--- src/rtl/tpts_pkg.sv ---
// ----------------------------------------------------------------------------
// tpts_pkg: shared types and constants for the triangle projection block
// Coefficient and coordinate formats, configuration register codes, reset
// values and the word that travels between the transform and divide halves.
// ----------------------------------------------------------------------------
package tpts_pkg;

  // Arithmetic formats
  localparam int COEFF_WIDTH = 16;            // signed Q4.(COEFF_WIDTH-4)
  localparam int COORD_WIDTH = 32;            // internal clip-space register width
  localparam int COEFF_FRAC  = COEFF_WIDTH - 4;
  localparam int LANE_W      = 16;            // packing pitch of one coefficient
  localparam int ROW_W       = 4 * LANE_W;
  localparam int IN_W        = 32;            // world coordinates, Q16.16
  localparam int OUT_W       = 32;            // screen coordinates, Q16.16
  localparam int HALF_W      = 13;
  localparam int FRAC_BITS   = 16;            // Q16.16 fraction bits

  // Matrix products and their sum
  localparam int PRODM_W = COEFF_WIDTH + IN_W;
  localparam int SUM_W   = COEFF_WIDTH + IN_W + 3;
  localparam int ACC_W   = (SUM_W > COORD_WIDTH + 1) ? SUM_W : COORD_WIDTH + 1;
  localparam int CMP_W   = (COORD_WIDTH > IN_W) ? COORD_WIDTH : IN_W;

  // Divider
  localparam int DIV_STEP   = 4;
  localparam int NUM_W      = COORD_WIDTH + FRAC_BITS;
  localparam int DIV_STAGES = (NUM_W + DIV_STEP - 1) / DIV_STEP;
  localparam int QUO_W      = DIV_STAGES * DIV_STEP;
  localparam int DIV_LAT    = DIV_STAGES + 1;

  // Viewport
  localparam int VP_W     = ((COORD_WIDTH > FRAC_BITS + 1) ? COORD_WIDTH : FRAC_BITS + 1) + 1;
  localparam int VPROD_W  = VP_W + HALF_W + 1;
  localparam int BACK_LAT = DIV_LAT + 2;

  // Queue between the halves
  localparam int FIFO_DEPTH = 4;
  localparam int FIFO_PTR_W = $clog2(FIFO_DEPTH);

  // Matrix rows
  localparam int ROW_X = 0;
  localparam int ROW_Y = 1;
  localparam int ROW_Z = 2;
  localparam int ROW_WC = 3;
  localparam int CFG_IDX_W = 3;

  typedef enum logic [CFG_IDX_W-1:0] {
    CFG_ROW_X  = 3'd0,
    CFG_ROW_Y  = 3'd1,
    CFG_ROW_Z  = 3'd2,
    CFG_ROW_W  = 3'd3,
    CFG_Z_NEAR = 3'd4,
    CFG_HALF_W = 3'd5,
    CFG_HALF_H = 3'd6
  } cfg_idx_t;

  localparam logic [ROW_W-1:0]  ROW_X_RST  = 64'h0000_0000_0000_1000;
  localparam logic [ROW_W-1:0]  ROW_Y_RST  = 64'h0000_0000_1000_0000;
  localparam logic [ROW_W-1:0]  ROW_Z_RST  = 64'h0000_1000_0000_0000;
  localparam logic [ROW_W-1:0]  ROW_W_RST  = 64'h1000_0000_0000_0000;
  localparam logic [IN_W-1:0]   Z_NEAR_RST = '0;
  localparam logic [HALF_W-1:0] HALF_W_RST = 13'd320;
  localparam logic [HALF_W-1:0] HALF_H_RST = 13'd240;

  typedef logic signed [COORD_WIDTH-1:0] coord_t;
  typedef logic signed [PRODM_W-1:0]     prod_t;
  typedef logic signed [ACC_W-1:0]       acc_t;
  typedef logic signed [CMP_W-1:0]       cmp_t;

  // |w| below one sixteenth leaves x and y undivided
  localparam coord_t W_MIN = coord_t'(4096);

  typedef struct packed {
    logic [3:0][ROW_W-1:0] row;
    logic signed [IN_W-1:0] z_near;
    logic [HALF_W-1:0]      half_w;
    logic [HALF_W-1:0]      half_h;
  } cfg_t;

  // One kept triangle in clip space, waiting for its divides
  typedef struct packed {
    coord_t [2:0] cx;
    coord_t [2:0] cy;
    coord_t [2:0] cw;
    logic   [2:0] byp;
  } tri_clip_t;

endpackage

--- src/rtl/tpts_fifo.sv ---
// ----------------------------------------------------------------------------
// tpts_fifo: short queue of kept triangles
// Decouples the transform half from the divide half so each may stall alone.
// ----------------------------------------------------------------------------
module tpts_fifo (
  input  logic                clk,
  input  logic                rst_n,
  input  logic                push_valid,
  output logic                push_ready,
  input  tpts_pkg::tri_clip_t push_data,
  output logic                pop_valid,
  input  logic                pop_ready,
  output tpts_pkg::tri_clip_t pop_data
);

  localparam int PW = tpts_pkg::FIFO_PTR_W;

  tpts_pkg::tri_clip_t mem_r [tpts_pkg::FIFO_DEPTH];
  logic [PW-1:0] wr_r, rd_r;
  logic [PW:0]   cnt_r;
  logic          do_push, do_pop;

  assign push_ready = (cnt_r != (PW+1)'(tpts_pkg::FIFO_DEPTH));
  assign pop_valid  = (cnt_r != '0);
  assign do_push    = push_valid && push_ready;
  assign do_pop     = pop_valid && pop_ready;
  assign pop_data   = mem_r[rd_r];

  always_ff @(posedge clk) begin
    if (do_push) begin
      mem_r[wr_r] <= push_data;
    end
  end

  always_ff @(posedge clk) begin
    if (!rst_n) begin
      wr_r  <= '0;
      rd_r  <= '0;
      cnt_r <= '0;
    end else begin
      if (do_push) begin
        wr_r <= wr_r + 1'b1;
      end
      if (do_pop) begin
        rd_r <= rd_r + 1'b1;
      end
      if (do_push && !do_pop) begin
        cnt_r <= cnt_r + 1'b1;
      end else if (do_pop && !do_push) begin
        cnt_r <= cnt_r - 1'b1;
      end
    end
  end

endmodule

--- config.mk ---
export PLATFORM = sky130hd
export DESIGN_NAME = tpts_fifo
export DESIGN_NICKNAME = d
export VERILOG_FILES = /design/src/rtl/tpts_pkg.sv /design/src/rtl/tpts_fifo.sv
export SDC_FILE = /design/constraint.sdc
export NUM_CORES = 1
export LEC_CHECK = 0
export BUFFER_PORTS_ARGS = -buffer_cell sky130_fd_sc_hd__buf_2
export CORE_MARGIN = 2
export CORE_UTILIZATION = 57
export DETAILED_ROUTE_END_ITERATION = 16
export GPL_TIMING_DRIVEN = 0
export HOLD_SLACK_MARGIN = 0.02
export PLACE_DENSITY = 0.79
export SLEW_MARGIN = 30
export SYNTH_ARGS = -nofsm -noshare
export SYNTH_HDL_FRONTEND = slang
export SYNTH_SLANG_ARGS = --single-unit
--- constraint.sdc ---
create_clock -name clk -period 11.1 [get_ports clk]
set_input_delay 1.665 -clock clk [delete_from_list [all_inputs] [get_ports clk]]
set_output_delay 1.665 -clock clk [all_outputs]
set_load 0.005 [all_outputs]
After elaboration in Yosys (flattened, before gate mapping). Memories as Yosys holds them, arrays and structs flattened. A register that Yosys moved wholly into a read port is not among the register bits. Cells that the tools add are included. Widths: inputs -> output; s select.

Flip-flop bits (word level): 7. Memory bits (writable): 1164. Input port bits: 295. Word-level logic and storage cells: 23. Memories: 1.

Memories: mem_r (depth 4, bits a word 291, read ports 1, clocked after Yosys merged registers in 1, write ports 1, RTL line tpts_fifo.sv:18) `tpts_pkg::tri_clip_t mem_r [tpts_pkg::FIFO_DEPTH];`.

Add/subtract/negate cells: 4. Equal/unequal tests: 1. Muxes and demuxes: 6. Reductions and logical operators: 8.

Operators by type and width (number): $mux 3 (2); $add 2x1->2 const B (2); $logic_and 1x1->1 (4); $mux 2 (2); $add 3x1->3 const B (1); $ne 3x3->1 const B (1); $reduce_bool 3->1 (1); $sub 3x1->3 const B (1); $logic_not 1->1 (2); $mux 1 (2); $reduce_bool 2->1 (1).

Longest topological paths before layout. Gate-level depths: netlist of the first run.

Depth in word-level cells: 6. Gate-level depth with buffers: 8.

Worst setup path before layout of the first run. OpenSTA, ideal clock, no wires.

Path type: input to register. Start: input push_valid. End: memory mem_r[0][0] in the netlist's numbering (enable). Arrival time: 8.582 ns. Required time: 10.410 ns. Setup slack: 1.829 ns. Stages on the path: 2. Buffers on the path: 0. Path through: a21boi_2 and2_1.

Word-level cells in the longest chain between the ends: 3.

Ends and longest elaborated chain: start: declaration (RTL line tpts_fifo.sv:8) `input logic push_valid,`; $logic_and 1x1->1 (RTL line tpts_fifo.sv:25) `assign do_push = push_valid && push_ready;`; $mux 1 (RTL line tpts_fifo.sv:30) `if (do_push) begin`; $mux 1 (implied by the code) (RTL line tpts_fifo.sv:31) `mem_r[wr_r] <= push_data;`; end: declaration (RTL line tpts_fifo.sv:18).

No other way between the ends.

==> results.yml, run 1 <==
outcome:
  status: "finished clean"
detailed_routing:
  via_count: 19900
  routed_wl_mm: 94.5
  drc: 0
  viasPerCell: 5.90
  drt_iter0_drc: 1465
  drt-pass1-iter-count: 5
  ant_nets: 0
  wl_per_cell_um: 28.0
clock_tree:
  clk_pin_slew_ps: 70
  clk-insertion-delay-late_ps: 650
  cts.sinks: 1173
  cts_made_buffers: 110
  ctsLongestPathBuffers: 3
  post_cts_buffers: 0
  cts_tree: "built"
  cts_resized: 0
  root_buffer: "clkbuf_16"
  ctsHoldBuffers: 0
  cts_max_level: 3
sta:
  relSlewSlack_pct: 32.8
  period_share_pct: 40.6
  period_minus_slack_ps: 4510
  rsz0062_at_grt: "false"
  fin_ws_ps: 6590
  setup_viol: 0
  hold_ws_ps: 515
  tns_ps: 0
  skew_ps: 20.8
  finalHoldViolCount: 0
  drv_slew: 0
  tightest_slew_ps: 1010
  fmax_mhz: 222
global_routing:
  overflow: 0
  grt_antenna_before_repair: 43
  grt_pass1_wl_mm: 138
  grt_pass1_vias: 21300
  grt_start_max_net_pins: 43
  grt_use_total_pct: 24.5
pwr:
  p_comb_share_pct: 24.1
  seqPwrFrac_pct: 45.6
  internal_power_mw: 8.94
  power.total_mw: 12.0
  p_sw_mw: 3.09
  power_density_nw_per_um2: 235
  pwr-share-clk_pct: 30.3
  leakagePower_nw: 17.2
  switching_share_pct: 25.7
  peakVddDrop_mv: 0.168
floorplanning:
  rows: 100
  fp.dieW_um: 278
  die_h_um: 278
  coreArea_um2: 74300
  fp.dieArea_um2: 77300
  io_pins: 588
  start_util_pct: 57.6
place:
  place_hpwl_mm: 60.1
  numPlacedInstances: 3155
  place_congestion: 0.763
  place_area_um2: 47700
  placement.io_buffers: 586
  dp_worst_setup_slack_ps: 6770
yosys:
  yosys_warnings: 0
  synth.area.top_cells: "edfxtp_1, mux4_2, buf_12, dfxtp_1, buf_2"
  ys_ff_latch: 1173
  synthDistinctLibCells: 23
  synth_top_area_share_pct: 81.7
  synth_area_per_cell_um2: 27.3
  syn_nets: 1869
  post_synth_instance_area_um2: 42800
  yosysSeqAreaShare_pct: 82.1
  syn_inst: 1568
  yosysTopAreaCell: "edfxtp_1"
min_path:
  hold_class: "reg -> reg"
setup_path:
  cp.required_ps: 9440
  critical_path_class: "reg -> out"
  worstPathArrival_ps: 2840
  cp-start-kind: "flip-flop"
  crit_fanout: 10
  critPathCaptureType: "primary output"
final_layout:
  instances_no_fill: 3375
  fin_nets: 2599
  fillers: 4272
  fin_util_pct: 69.0
  fin_area_um2: 51300
  syn_to_final_growth_pct: 19.8
  drive_gt1_share_pct: 47.2
job:
  max_cap_violations: 0
[cells by family after synthesis]
group | after synthesis | synth area share [%]
mux | 294 | 15.4
simple gates | 17 | 0.213
buf+inv | 69 | 1.92
xor+xnor | 4 | 0.0819
compound gates | 5 | 0.0936
fa+ha+maj | 6 | 0.193
flops | 1173 | 82.1
[final timing paths]
path / from / to / slack (ps) / cells past startpoint
setup / recovery: flip-flop / pop_data[129] / 6590 / 4
hold / removal: wr_r[1] / wr_r[1] / 520 / 2
setup reg to reg: cnt_r[0] / mem_r[3][254] / 7940 / 8
hold reg to reg: wr_r[1] / wr_r[1] / 520 / 2
[synth_stat cells (all sizes together)]
library cell,instances
and2,8
nor2b,1
buf,62
mux4,291
fa,1
o21ai,1
mux2i,3
dfxtp,9
xor2,1
or3,2
clkbuf,4
o311ai,1
ha,5
edfxtp,1164
nand2,5
xnor2,3
a21boi,2
inv,3
o31ai,1
nor2,1
[routing by layer]
layer	track usage [%]	part of all wire, %	vias up
li1	-	-	8340
met1	29.1	34	10400
met2	41.4	52	908
met3	9.34	11	208
met4	8.66	3.3	50
met5	0	0.34	-
[worst max-delay path, cell delays in order, from the launching register on]
cell	delay, ps
dfxtp_1	350
clkbuf_1	680
buf_2	530
mux4_2	440
buf_2	190
[power by group through the flow]
stage / Combinational (mW) / Sequential [mW] / Clock, mW
after floorplan: 1.70 / 5.67 / 0
after global placement: 2.74 / 5.79 / 0
after detailed placement: 2.88 / 5.57 / 0
after CTS: 2.93 / 5.49 / 3.71
after global routing: 3.06 / 5.52 / 3.87
final: 2.89 / 5.49 / 3.65
[area by class of cell]
type	instances	area, um2	share of cell area [%]
well taps	969	1210	2.36
diodes	23	57.6	0.112
clock inverters	65	688	1.34
plain buffers	66	813	1.59
clock buffers	132	2840	5.53
inverters	3	11.3	0.0220
multi-input cells	326	6840	13.3
flip-flops and latches	1173	35100	68.5
repair buffers	618	3690	7.19
[cell usage in the layout (no fill, tap or decap), drive strengths merged]
cell,count
a21boi,2
and2,8
buf,680
bufinv,12
clkbuf,136
clkinv,50
clkinvlp,1
dfxtp,9
diode,23
edfxtp,1164
fa,1
ha,5
inv,5
mux2i,3
mux4,291
nand2,5
nor2,1
nor2b,1
o21ai,1
o311ai,1
o31ai,1
or3,2
xnor2,3
xor2,1
[flip-flops by register name, indices dropped and copies added, names as in the netlist, named ones only]
register,flops
rd_r,2
cnt_r,3
mem_r,1164
wr_r,2
No activity file was read; power rests on OpenSTA's default activity.
==> inputs of run 2 (changes only) <==
- clock period: 11.1 -> 4.2 ns (I/O delays scaled with it)
==> results.yml, run 2 (same netlist as run 1, synthesis figures left out) <==
job:
  max_cap_violations: 0
pwr:
  switching_share_pct: 25.7
  internal_power_mw: 23.6
  seqPwrFrac_pct: 45.6
  p_comb_share_pct: 23.9
  power.total_mw: 31.8
  leakagePower_nw: 17.2
  p_sw_mw: 8.17
  power_density_nw_per_um2: 620
  pwr-share-clk_pct: 30.5
  peakVddDrop_mv: 0.555
setup_path:
  slowest_stage: "clkbuf_1"
  worstPathArrival_ps: 2720
  critPathCaptureType: "primary output"
  timing.rr.start: "cnt_r[0]"
  crit_fanout: 10
  r2r_slack_ps: 1040
  r2r-end: "mem_r[2][215]"
  cp_cell_sequence: "clkbuf_1, buf_2, mux4_2, buf_2"
  critical_path_class: "reg -> out"
  cp.required_ps: 3570
  cp-start-kind: "flip-flop"
  critPathTopFamily: "buffers and inverters"
  cp_num_buf_inv: 3
  reg2reg_depth: 8
  max_stage_delay_ps: 680
  cp_common_cell: "buf_2"
global_routing:
  grt_pass1_wl_mm: 138
  overflow: 0
  grt_start_max_net_pins: 43
  grt_use_total_pct: 24.6
  grt_pass1_vias: 21200
  grt_antenna_before_repair: 50
place:
  place_hpwl_mm: 59.2
  placement.io_buffers: 586
  place_congestion: 0.766
min_path:
  hold_class: "in -> reg"
  whs_path_depth: 1
  hold_end: "mem_r[1][116]"
  hold_path_startpoint: "push_data[116]"
floorplanning:
  io_pins: 588
  fp.dieArea_um2: 77300
  fp.dieW_um: 278
  rows: 100
  coreArea_um2: 74300
  die_h_um: 278
  start_util_pct: 57.6
sta:
  drv_slew: 0
  tightest_slew_ps: 880
  fmax_mhz: 298
  period_minus_slack_ps: 3350
  rsz0062_at_grt: "false"
  setup_viol: 0
  skew_ps: 43.5
  relSlewSlack_pct: 41.3
  period_share_pct: 79.9
  finalHoldViolCount: 0
final_layout:
  largest-register: "mem_r"
  top_regs: "mem_r x1164, cnt_r x3"
  fin_util_pct: 69.1
  layout_common_cells: "edfxtp_1, buf_2, mux4_2"
  syn_to_final_growth_pct: 19.9
  fillers: 4293
  layout_commonest_cell: "edfxtp_1"
  fin_nets: 2601
  largest_register_ffs: 1164
  drive_gt1_share_pct: 47.3
detailed_routing:
  drt-pass1-iter-count: 5
  drt_iter0_drc: 1706
  routed_wl_mm: 94.5
  viasPerCell: 5.87
  wl_per_cell_um: 27.9
  via_count: 19900
  ant_nets: 0
  drc: 0
clock_tree:
  cts_max_level: 3
  cts.sinks: 1173
  post_cts_buffers: 0
  root_buffer: "clkbuf_16"
  ctsLongestPathBuffers: 3
  clk_pin_slew_ps: 60
  clk-insertion-delay-late_ps: 670
  ctsHoldBuffers: 0
  cts_tree: "built"
  cts_made_buffers: 109
  cts_resized: 0
outcome:
  status: "finished clean"
## run 2: changes by cell type in the layout (fill, tap and decap cells not counted), sizes merged
cell,before,now
diode,23,37
clkinvlp,1,2
inv,5,6
clkbuf,136,137
clkinv,50,46
buf,680,683
## run 2: per-stage QoR
| step | area [um2] | cells | setup WS [ps] | setup TNS (ps) | hold WS, ps |
|---|---|---|---|---|---|
| after detailed placement | 47700 | 3158 | 917 | 0 | 499 |
| after floorplan | 42800 | 1568 | -770 | -896120 | 468 |
| after global placement | 46900 | 3123 | -3460 | -3972300 | 484 |
| after global routing | 51300 | 3378 | 718 | 0 | 149 |
| after CTS | 51200 | 3354 | 695 | 0 | 125 |
| final | 51300 | 3391 | 846 | 0 | 180 |
## run 2: per-layer routing
metal / vias up / part of all wire, % / GRT usage, %
met5: - / 0.22 / 0
met3: 183 / 9.6 / 7.97
li1: 8366 / - / -
met2: 919 / 53 / 42.1
met4: 34 / 2.6 / 8.61
met1: 10400 / 35 / 29.8
## run 2: power groups by stage
stage	Combinational, mW	Sequential, mW	Clock [mW]
finish	7.60	14.5	9.69
global route	8.07	14.6	10.2
CTS	7.72	14.5	9.86
detailed placement	7.59	14.7	0
global placement	7.25	14.9	0
floorplan	4.49	14.8	0
## run 2: cell type report
class / count / area, um2 / share of cell area [%]
flip-flops and latches: 1173 / 35100 / 68.5
multi-input cells: 326 / 6840 / 13.3
repair buffers: 621 / 3700 / 7.21
clock buffers: 133 / 2840 / 5.53
well taps: 969 / 1210 / 2.36
plain buffers: 66 / 815 / 1.59
clock inverters: 63 / 678 / 1.32
diodes: 37 / 92.6 / 0.180
inverters: 3 / 11.3 / 0.0219
## run 2: worst max-delay path by stage
stage	start	endpoint	slack, ps	depth (start not counted)
floorplan	push_valid	mem_r[0][0]	-770	2
global placement	push_valid	mem_r[1][267]	-3460	3
detailed placement	push_valid	mem_r[2][271]	920	8
CTS	flip-flop	pop_data[51]	690	4
global route	flip-flop	pop_data[51]	720	4
finish	flip-flop	pop_data[51]	850	4
